==> config.mk <==
export PLATFORM = sky130hd
export DESIGN_NAME = utf8_to_utf16le_transcoder
export DESIGN_NICKNAME = d
export VERILOG_FILES = /design/src/design/u8tr_pkg.sv /design/src/design/u8tr_front.sv /design/src/design/u8tr_queue.sv /design/src/design/u8tr_back.sv /design/src/design/utf8_to_utf16le_transcoder.sv
export SDC_FILE = /design/constraint.sdc
export NUM_CORES = 1
export LEC_CHECK = 0
export ABC_AREA = 1
export CAP_MARGIN = 20
export CORE_MARGIN = 2
export CORE_UTILIZATION = 49
export CTS_BUF_LIST = sky130_fd_sc_hd__clkbuf_8
export CTS_CLUSTER_DIAMETER = 50
export DETAILED_ROUTE_END_ITERATION = 8
export DONT_BUFFER_PORTS = 1
export PLACE_DENSITY_LB_ADDON = 0.05
export REMOVE_ABC_BUFFERS = 1
export SYNTH_ARGS = -nofsm -noshare
export SYNTH_HDL_FRONTEND = slang
export SYNTH_SLANG_ARGS = --single-unit
==> constraint.sdc <==
create_clock -name i_clk -period 10.1 [get_ports i_clk]
set_input_delay 2.02 -clock i_clk [delete_from_list [all_inputs] [get_ports i_clk]]
set_output_delay 2.02 -clock i_clk [all_outputs]
set_load 0.005 [all_outputs]
==> src/design/u8tr_pkg.sv <==
// Shared types and constants for the UTF-8 to UTF-16LE transcoder.
`default_nettype none
package u8tr_pkg;

    localparam int COUNT_WIDTH_DEFAULT = 18;
    localparam int QUEUE_DEPTH         = 4;
    localparam int SIZE_WIDTH          = 18;

    localparam logic [1:0] ST_UNIT      = 2'd0;
    localparam logic [1:0] ST_TERM      = 2'd1;
    localparam logic [1:0] ST_MALFORMED = 2'd2;
    localparam logic [1:0] ST_RANGE     = 2'd3;

    localparam logic [15:0] HI_SURROGATE = 16'hD800;
    localparam logic [15:0] LO_SURROGATE = 16'hDC00;

    typedef struct packed {
        logic [7:0] utf8_byte;
        logic       end_of_string;
    } t_in;

    typedef struct packed {
        logic [15:0]           code_unit;
        logic [1:0]            status;
        logic                  last_of_string;
        logic [SIZE_WIDTH-1:0] padded_size;
    } t_out;

    // One queued command: zero, one or two code units, then an optional
    // closing beat (terminator or error).
    typedef struct packed {
        logic                  unit_v;
        logic                  pair;
        logic [15:0]           first_unit;
        logic [15:0]           second_unit;
        logic                  tail_v;
        logic [1:0]            tail_status;
        logic [SIZE_WIDTH-1:0] tail_size;
    } t_cmd;

endpackage
`default_nettype wire

==> src/design/u8tr_front.sv <==
// Front end: accepts UTF-8 bytes, decodes sequences and builds output commands.
`default_nettype none
module u8tr_front #(
    parameter int COUNT_WIDTH = u8tr_pkg::COUNT_WIDTH_DEFAULT
) (
    input  wire             i_clk,
    input  wire             i_rst_n,
    input  wire             i_accept,
    input  u8tr_pkg::t_in   i_data,
    output logic            o_push,
    output u8tr_pkg::t_cmd  o_cmd
);

    logic [2:0]             r_rem,     n_rem;
    logic [30:0]            r_acc,     n_acc;
    logic [COUNT_WIDTH-1:0] r_total,   n_total;
    logic                   r_discard, n_discard;

    logic [7:0]                  c;
    logic                        eos;
    logic                        done;
    logic                        err_v;
    logic [1:0]                  err_code;
    logic [2:0]                  add;
    logic [COUNT_WIDTH:0]        sum;
    logic [COUNT_WIDTH:0]        rounded;
    logic [COUNT_WIDTH:0]        padded;
    logic [COUNT_WIDTH:0]        cap;
    logic [COUNT_WIDTH+u8tr_pkg::SIZE_WIDTH:0] size_wide;
    logic [19:0]                 v;

    assign c   = i_data.utf8_byte;
    assign eos = i_data.end_of_string;
    assign cap = {1'b0, {(COUNT_WIDTH-2){1'b1}}, 2'b00};

    always_comb begin
        n_rem     = r_rem;
        n_acc     = r_acc;
        n_total   = r_total;
        n_discard = r_discard;
        o_cmd     = '0;
        done      = 1'b0;
        err_v     = 1'b0;
        err_code  = u8tr_pkg::ST_MALFORMED;
        add       = 3'd0;
        v         = 20'd0;
        sum       = '0;
        rounded   = '0;
        padded    = '0;
        size_wide = '0;

        if (i_accept) begin
            if (r_discard) begin
                if (eos) begin
                    n_rem     = 3'd0;
                    n_acc     = 31'd0;
                    n_total   = '0;
                    n_discard = 1'b0;
                end
            end else begin
                if (r_rem == 3'd0) begin
                    if (c < 8'h80) begin
                        n_acc = {23'd0, c};
                        done  = 1'b1;
                    end else if (c < 8'hC0 || c > 8'hFD) begin
                        err_v = 1'b1;
                    end else if (c < 8'hE0) begin
                        n_acc = {26'd0, c[4:0]};
                        n_rem = 3'd1;
                    end else if (c < 8'hF0) begin
                        n_acc = {27'd0, c[3:0]};
                        n_rem = 3'd2;
                    end else if (c < 8'hF8) begin
                        n_acc = {28'd0, c[2:0]};
                        n_rem = 3'd3;
                    end else if (c < 8'hFC) begin
                        n_acc = {29'd0, c[1:0]};
                        n_rem = 3'd4;
                    end else begin
                        n_acc = {30'd0, c[0]};
                        n_rem = 3'd5;
                    end
                end else begin
                    if (c[7:6] != 2'b10) begin
                        err_v = 1'b1;
                    end else begin
                        n_acc = {r_acc[24:0], c[5:0]};
                        n_rem = r_rem - 3'd1;
                        done  = (r_rem == 3'd1);
                    end
                end

                if (done) begin
                    if (n_acc[30:16] == 15'd0) begin
                        o_cmd.unit_v     = 1'b1;
                        o_cmd.first_unit = n_acc[15:0];
                        add              = 3'd2;
                    end else if (n_acc[30:20] == 11'd0 && n_acc[19:16] != 4'hF) begin
                        v                 = n_acc[19:0] - 20'h10000;
                        o_cmd.unit_v      = 1'b1;
                        o_cmd.pair        = 1'b1;
                        o_cmd.first_unit  = u8tr_pkg::HI_SURROGATE | {6'd0, v[19:10]};
                        o_cmd.second_unit = u8tr_pkg::LO_SURROGATE | {6'd0, v[9:0]};
                        add               = 3'd4;
                    end else begin
                        err_v    = 1'b1;
                        err_code = u8tr_pkg::ST_RANGE;
                    end
                    n_acc = 31'd0;
                end

                // Saturating count of UTF-16 bytes in this string.
                sum     = {1'b0, r_total} + {{(COUNT_WIDTH-2){1'b0}}, add};
                n_total = sum[COUNT_WIDTH] ? {COUNT_WIDTH{1'b1}} : sum[COUNT_WIDTH-1:0];

                if (!err_v && eos && n_rem != 3'd0) begin
                    err_v = 1'b1;
                end

                rounded   = {1'b0, n_total} + {{(COUNT_WIDTH-2){1'b0}}, 3'd7};
                padded    = {rounded[COUNT_WIDTH:2], 2'b00};
                if (padded > cap) begin
                    padded = cap;
                end
                size_wide = {{u8tr_pkg::SIZE_WIDTH{1'b0}}, padded};

                if (err_v) begin
                    o_cmd.tail_v      = 1'b1;
                    o_cmd.tail_status = err_code;
                    o_cmd.tail_size   = '0;
                end else if (eos) begin
                    o_cmd.tail_v      = 1'b1;
                    o_cmd.tail_status = u8tr_pkg::ST_TERM;
                    o_cmd.tail_size   = size_wide[u8tr_pkg::SIZE_WIDTH-1:0];
                end

                if (eos) begin
                    n_rem     = 3'd0;
                    n_acc     = 31'd0;
                    n_total   = '0;
                    n_discard = 1'b0;
                end else if (err_v) begin
                    n_discard = 1'b1;
                end
            end
        end
    end

    assign o_push = i_accept && (o_cmd.unit_v || o_cmd.tail_v);

    always_ff @(posedge i_clk) begin
        if (!i_rst_n) begin
            r_rem     <= 3'd0;
            r_acc     <= 31'd0;
            r_total   <= '0;
            r_discard <= 1'b0;
        end else begin
            r_rem     <= n_rem;
            r_acc     <= n_acc;
            r_total   <= n_total;
            r_discard <= n_discard;
        end
    end

endmodule
`default_nettype wire

==> src/design/u8tr_queue.sv <==
// Short command queue between the decoder and the output sequencer.
`default_nettype none
module u8tr_queue (
    input  wire             i_clk,
    input  wire             i_rst_n,
    input  wire             i_push,
    input  u8tr_pkg::t_cmd  i_cmd,
    input  wire             i_pop,
    output u8tr_pkg::t_cmd  o_head,
    output logic            o_empty,
    output logic            o_full
);

    localparam int DEPTH = u8tr_pkg::QUEUE_DEPTH;
    localparam int PTR_W = (DEPTH > 1) ? $clog2(DEPTH) : 1;
    localparam int CNT_W = $clog2(DEPTH + 1);

    u8tr_pkg::t_cmd   r_mem [DEPTH];
    logic [PTR_W-1:0] r_wr, n_wr;
    logic [PTR_W-1:0] r_rd, n_rd;
    logic [CNT_W-1:0] r_cnt, n_cnt;

    assign o_head  = r_mem[r_rd];
    assign o_empty = (r_cnt == '0);
    assign o_full  = (r_cnt == CNT_W'(DEPTH));

    always_comb begin
        n_wr  = r_wr;
        n_rd  = r_rd;
        n_cnt = r_cnt;
        if (i_push) begin
            n_wr = (r_wr == PTR_W'(DEPTH - 1)) ? '0 : r_wr + PTR_W'(1);
        end
        if (i_pop) begin
            n_rd = (r_rd == PTR_W'(DEPTH - 1)) ? '0 : r_rd + PTR_W'(1);
        end
        if (i_push && !i_pop) begin
            n_cnt = r_cnt + CNT_W'(1);
        end else if (!i_push && i_pop) begin
            n_cnt = r_cnt - CNT_W'(1);
        end
    end

    always_ff @(posedge i_clk) begin
        if (i_push) begin
            r_mem[r_wr] <= i_cmd;
        end
    end

    always_ff @(posedge i_clk) begin
        if (!i_rst_n) begin
            r_wr  <= '0;
            r_rd  <= '0;
            r_cnt <= '0;
        end else begin
            r_wr  <= n_wr;
            r_rd  <= n_rd;
            r_cnt <= n_cnt;
        end
    end

endmodule
`default_nettype wire

==> src/design/u8tr_back.sv <==
// Back end: expands queued commands into output beats through an output register.
`default_nettype none
module u8tr_back (
    input  wire             i_clk,
    input  wire             i_rst_n,
    input  u8tr_pkg::t_cmd  i_head,
    input  wire             i_empty,
    output logic            o_pop,
    output logic            o_out_valid,
    input  wire             i_out_stall,
    output u8tr_pkg::t_out  o_out_data
);

    logic           r_valid, n_valid;
    u8tr_pkg::t_out r_out,   n_out;
    logic [1:0]     r_phase, n_phase;

    logic       load;
    logic [1:0] units;
    logic [1:0] last_phase;

    assign load       = !r_valid || !i_out_stall;
    assign units      = i_head.unit_v ? (i_head.pair ? 2'd2 : 2'd1) : 2'd0;
    assign last_phase = units + {1'b0, i_head.tail_v} - 2'd1;

    always_comb begin
        n_valid = r_valid;
        n_out   = r_out;
        n_phase = r_phase;
        o_pop   = 1'b0;
        if (load) begin
            n_valid = !i_empty;
            if (!i_empty) begin
                n_out = '0;
                if (r_phase < units) begin
                    n_out.code_unit = (r_phase == 2'd0) ? i_head.first_unit
                                                        : i_head.second_unit;
                    n_out.status    = u8tr_pkg::ST_UNIT;
                end else begin
                    n_out.status         = i_head.tail_status;
                    n_out.last_of_string = 1'b1;
                    n_out.padded_size    = i_head.tail_size;
                end
                if (r_phase == last_phase) begin
                    o_pop   = 1'b1;
                    n_phase = 2'd0;
                end else begin
                    n_phase = r_phase + 2'd1;
                end
            end
        end
    end

    always_ff @(posedge i_clk) begin
        r_out <= n_out;
    end

    always_ff @(posedge i_clk) begin
        if (!i_rst_n) begin
            r_valid <= 1'b0;
            r_phase <= 2'd0;
        end else begin
            r_valid <= n_valid;
            r_phase <= n_phase;
        end
    end

    assign o_out_valid = r_valid;
    assign o_out_data  = r_out;

endmodule
`default_nettype wire

==> src/design/utf8_to_utf16le_transcoder.sv <==
// Top level of the UTF-8 to UTF-16LE transcoder: decoder, command queue, output sequencer.
//
//   Channel   Direction   Handshake                    Beat payload
//   input     in          i_in_valid / o_in_stall      utf8_byte, end_of_string
//   output    out         o_out_valid / i_out_stall    code_unit, status, last_of_string,
//                                                      padded_size
//
// The decoder takes one byte per cycle; it stalls the input only when the
// command queue is full. Each byte that yields results leaves one queue entry.
// The output sequencer sends one beat per cycle from its output register while
// the output is not stalled, so a byte finishing a surrogate pair costs two output
// beats and a string end after a unit adds one more; the queue absorbs these bursts.
// Reset is synchronous and active low and clears all decode state and queue
// pointers at once; no clearing pass follows. An accepted byte's command is
// written into the queue, and its first beat leaves from the output register.
`default_nettype none
module utf8_to_utf16le_transcoder #(
    parameter int COUNT_WIDTH = u8tr_pkg::COUNT_WIDTH_DEFAULT
) (
    input  wire             i_clk,
    input  wire             i_rst_n,
    input  wire             i_in_valid,
    output logic            o_in_stall,
    input  u8tr_pkg::t_in   i_in_data,
    output logic            o_out_valid,
    input  wire             i_out_stall,
    output u8tr_pkg::t_out  o_out_data
);

    logic           accept;
    logic           push;
    logic           pop;
    logic           empty;
    logic           full;
    u8tr_pkg::t_cmd cmd;
    u8tr_pkg::t_cmd head;

    // The input is held off only by a full queue, which is a registered state.
    assign o_in_stall = full;
    assign accept     = i_in_valid && !full;

    u8tr_front #(
        .COUNT_WIDTH(COUNT_WIDTH)
    ) u_front (
        .i_clk   (i_clk),
        .i_rst_n (i_rst_n),
        .i_accept(accept),
        .i_data  (i_in_data),
        .o_push  (push),
        .o_cmd   (cmd)
    );

    u8tr_queue u_queue (
        .i_clk  (i_clk),
        .i_rst_n(i_rst_n),
        .i_push (push),
        .i_cmd  (cmd),
        .i_pop  (pop),
        .o_head (head),
        .o_empty(empty),
        .o_full (full)
    );

    // The sequencer walks each entry: units first, then the closing beat.
    u8tr_back u_back (
        .i_clk      (i_clk),
        .i_rst_n    (i_rst_n),
        .i_head     (head),
        .i_empty    (empty),
        .o_pop      (pop),
        .o_out_valid(o_out_valid),
        .i_out_stall(i_out_stall),
        .o_out_data (o_out_data)
    );

endmodule
`default_nettype wire
# --- Word level (Yosys, flattened, before mapping) ---
# Memories as Yosys holds them, arrays and structs flattened. A register that Yosys moved wholly into a read port is not among the register bits.
# Index checks and enable logic that the tools add are counted.
totals:
  ff_bits: 100
  mem_bits_rw: 220
  inputBits: 13
  output_inout_bits: 39
  elab_cells: 156
  memories: 1
classes:
  n_addsub: 11
  n_lt_le_gt_ge: 9
  eq_ne: 8
  n_mux: 87
  bitwise_logic: 1
  reduce_logical: 26
mem_list:
  columns: ["name", "words", "width", "rd", "rd_ports_with_merged_regs", "wr", "line", "text"]
  rows:
  - ["u_queue.r_mem", 4, 55, 1, 1, 1, "u8tr_queue.sv:18", "u8tr_pkg::t_cmd r_mem [DEPTH];"]
ops:
  columns: ["cell", "n"]
  rows:
  - ["31-bit 2-to-1 mux", 13]
  - ["55-bit 2-to-1 mux", 2]
  - ["18-bit 2-to-1 mux", 5]
  - ["34-bit 2-to-1 mux", 2]
  - ["3-bit 2-to-1 mux", 19]
  - ["8-bit less-than comparator, second input constant", 6]
  - ["16-bit 2-to-1 mux", 3]
  - ["21-bit 2-to-1 mux", 2]
  - ["1-bit 2-to-1 mux", 30]
  - ["2-bit 2-to-1 mux", 10]
  - ["20-bit by 17-bit subtractor with 20-bit output, second input constant", 1]
  - ["18-bit by 3-bit adder with 19-bit output", 1]
  - ["18-bit by 3-bit adder with 19-bit output, second input constant", 1]
  - ["19-bit by 18-bit > comparator with 1-bit output, second input constant", 1]
  - ["19-bit 2-to-1 mux", 1]
  - ["15-bit logical NOT", 1]
  - ["11-bit logical NOT", 1]
  - ["8-bit > comparator, second input constant", 1]
  - ["1-bit logical AND", 7]
  - ["1-bit logical NOT", 7]
  - ["2-bit by 1-bit adder with 2-bit output, second input constant", 3]
  - ["3-bit logical NOT", 2]
  - ["3-bit by 1-bit subtractor with 3-bit output, second input constant", 2]
  - ["2-bit == test, second input constant", 2]
  - ["15 further kinds", 19]

# --- Depth between registers and ports, before layout ---
depth:
  ltp_word: 32
  mapped_depth: 33

# --- Hierarchy ---
# From an unflattened synthesis, not the netlist that was laid out.
unflattened:
  cells_unflattened: 1518
  hier_area_um2: 14961.8
modules_own_cells:
  columns: ["module", "n_inst", "cells_each", "area_per_inst_um2", "seq_area_each_um2"]
  rows:
  - ["u8tr_queue", 1, 591, 8609.5, 6786.5]
  - ["u8tr_front", 1, 749, 4489.3, 1061.0]
  - ["u8tr_back", 1, 176, 1853.0, 1171.1]
  - ["utf8_to_utf16le_transcoder", 1, 2, 10.0, 0.0]

# --- Worst setup path after synthesis ---
# OpenSTA, ideal clock, no wires.
synth_path:
  path_type: "input to register"
  startpoint: "input port i_in_data[8] (netlist name)"
  endpoint: "memory u_queue.r_mem[3][10] (netlist name) (enable)"
  arrival_time_ps: 5847
  required_ps: 9648
  setup_slack_ps: 3802
  stages: 18
  path_buffers: 1
  cell_sequence: "buf_6 -> nand2_2 -> nor2_2 -> nand3_2 -> nand2_4 -> nand3_2 -> nand2_2 -> inv_1 -> o22ai_1 -> ha_1 -> nand3_1 -> nand3_2 -> nand2_2 -> nand3_1 -> nand2_1 -> inv_2 -> nor2_2 -> nor2_1"
synth_lines:
  columns: ["item", "line", "text"]
  rows:
  - ["start, declared", "utf8_to_utf16le_transcoder.sv:24", "input u8tr_pkg::t_in i_in_data,"]
  - ["end, declared", "u8tr_queue.sv:18", null]

==> results_dict.tcl <==
set metrics [dict create \
    drc 0 \
    path_class "input pin to flip-flop" \
    grtUsageTotal_pct 22.10 \
    drtIter0Drc 711 \
    end_kind "flip-flop" \
    worst_pin_slew_ps 1020 \
    grt_max_degree 95 \
    irDropWorstVdd_uv 133.6 \
    crit_path_start "i_in_data[7]" \
    async_flop_share_pct 0 \
    synth_warnings 0 \
    die-area_um2 28230 \
    cts_buffers 48 \
    clock_path_buffers 3 \
    drive_gt1_share_pct 11.70 \
    maxCapViolCount 0 \
    grt_pass1_wl_mm 48.59 \
    area_delta_synth_final_pct 8.810 \
    cts_tree "done" \
    timing.final.ws_setup_ps 3816 \
    synthCells 1316 \
    cts.sinks 288 \
    status "complete, no violations" \
    max_slew_margin_pct 31.82 \
    gp_congestion 0.8487 \
    grt-ovfl-total 0 \
    netlist_area_um2 13180 \
    setup_tns_ps 0 \
    period_share_pct 62.22 \
    slowest_delay_ps 340 \
    multiInputGateArea_um2 4532 \
    diodes 0 \
    nets 1345 \
    p_leak_nw 5.339 \
    via_per_inst 5.486 \
    row_count 60 \
    max_freq_ghz 0.1591 \
    whs_ps 462.6 \
    finalWirelength_mm 30.79 \
    drt_first_pass_iters 4 \
    dp_hpwl_mm 18.87 \
    die_height_um 168.0 \
    cp-start-kind "input pin" \
    seqCellArea_um2 7999 \
    setup_viol 0 \
    r2r_start "u_front.r_rem[0]$_SDFFE_PN0P_" \
    antenna_found_initial 0 \
    ys_seq_area_share_pct 60.68 \
    required_ps 10390 \
    vias 9277 \
    instances_no_fill 1691 \
    cp_max_fo 15 \
    rsz0062_at_grt "no" \
    hp-start "u_front.r_acc[3]$_SDFFE_PN0P_" \
    hold_buffers 0 \
    synth-edff-count 223 \
    grt_pass1_vias 8810 \
    fin_skew_ps 24.89 \
    finalPower_mw 3.628 \
    drv_slew 0 \
    htreeDepth 2 \
    final_util_pct 53.81 \
    cts_root_buffer "clkbuf_8" \
    p_per_area_nw_per_um2 253.0 \
    portBuffers 0 \
    critPathArrivalTime_ps 6580 \
    mostFrequentLayoutCells "223 x edfxtp_1, 214 x nand2_1, 180 x nor2_1" \
    core_um2 26650 \
    num_io_pins 52 \
    dp_slack_ps 3266 \
    synth_seq_cells 288 \
    final_area_um2 14340 \
    slowest_stage "o22ai_1" \
    path_clk_slew_ps 60 \
    start_util_pct 49.46 \
    cts_setup_buffers 0 \
    min_path_type "flip-flop to flip-flop" \
    placed_area_um2 13440 \
    synth_cell_type_count 52 \
    post_cts_resized 0 \
    dp_cells 1604 \
    min_period_ps 6284 \
    fillCellCount 2349 \
    layout_commonest_cell "edfxtp_1" \
    ant_nets 0 \
    wl_per_cell_um 18.21 \
    avgSynthCellArea_um2 10.02 \
    clkLatencyLatePin_ps 570 \
    finalHoldViolCount 0 \
    fp.dieW_um 168.0 \
    synth_ff_type "edfxtp_1" \
]
## power by group
| group | switching, mW | leakage (nW) | internal [mW] | total, mW |
|---|---|---|---|---|
| logic | 0.752 | 2.10 | 0.279 | 1.03 |
| registers | 0.0834 | 2.70 | 1.55 | 1.63 |
| clock network | 0.454 | 0.542 | 0.512 | 0.966 |
| total | 1.29 | 5.34 | 2.34 | 3.63 |
## sequential cells by signal, summed over array words and instances (netlist names), named ones only
signal and flops:
u_queue.r_rd 2, u_front.r_total 18, u_queue.r_mem 188, u_front.r_discard 1, u_queue.r_wr 2, u_queue.r_cnt 3
u_back.r_phase 2, u_front.r_acc 31, u_back.o_out_valid 1, u_back.o_out_data 35, u_front.r_rem 3
## synthesized netlist by cell type, types with 16 or more instances
library cell | instances | area [um^2]
nand4_1 | 16 | 100.1
ha_1 | 17 | 212.7
inv_1 | 93 | 349.1
xor2_1 | 22 | 192.7
nor2_1 | 187 | 701.9
edfxtp_1 | 223 | 6696
clkbuf_1 | 48 | 180.2
dfxtp_1 | 65 | 1301
o21ai_0 | 113 | 565.5
nand3_1 | 32 | 160.2
o22ai_1 | 41 | 256.5
nand2_1 | 214 | 803.3
a21oi_1 | 92 | 460.4
## layout make-up
type	instances	area share, %
flip-flops and latches	288	55.78
multi-input cells	859	31.60
clock buffers	50	4.798
well taps	341	2.975
inverters	104	2.731
clock inverters	37	1.492
repair buffers	12	0.6282
## cells by family (layout without fill, tap and decap cells)
family / Yosys count / in the layout / synth area share [%]
adder cells (fa/ha/maj): 19 / 19 / 1.918
buffers and inverters: 170 / 203 / 5.326
flip-flops: 288 / 288 / 60.68
AND/OR/NAND/NOR: 517 / 517 / 17.53
AO/OA/AOI/OAI: 295 / 295 / 12.78
XOR/XNOR: 25 / 25 / 1.661
multiplexers: 1 / 1 / 0.07595
other: 1 / 2 / 0.02845
## worst paths after layout
kind	slack (ps)	depth (start not counted)	end
setup / recovery	3820	30	u_queue.r_mem[1][10]$_DFFE_PP_
hold / removal	460	2	u_front.r_acc[3]$_SDFFE_PN0P_
setup reg to reg	4220	29	u_queue.r_mem[1][10]$_DFFE_PP_
hold reg to reg	460	2	u_front.r_acc[3]$_SDFFE_PN0P_
## worst max-delay path: cells and delay by family
| kind | cells | cell delay, ps |
|---|---|---|
| fa+ha+maj | 2 | 480 |
| buf+inv | 6 | 770 |
| compound gates | 2 | 470 |
| xor+xnor | 1 | 300 |
| simple gates | 19 | 2530 |
## metal layers
layer  up-vias  global-route usage (%)  share of wire, %
met2       273                   34.46                45
li1       4533                       -                 -
met5         -                       0                 0
met1      4433                   32.18                47
met3        38                   3.926               6.2
met4         0                   5.784               1.6
Note: power is estimated with default switching activity, not from simulation.
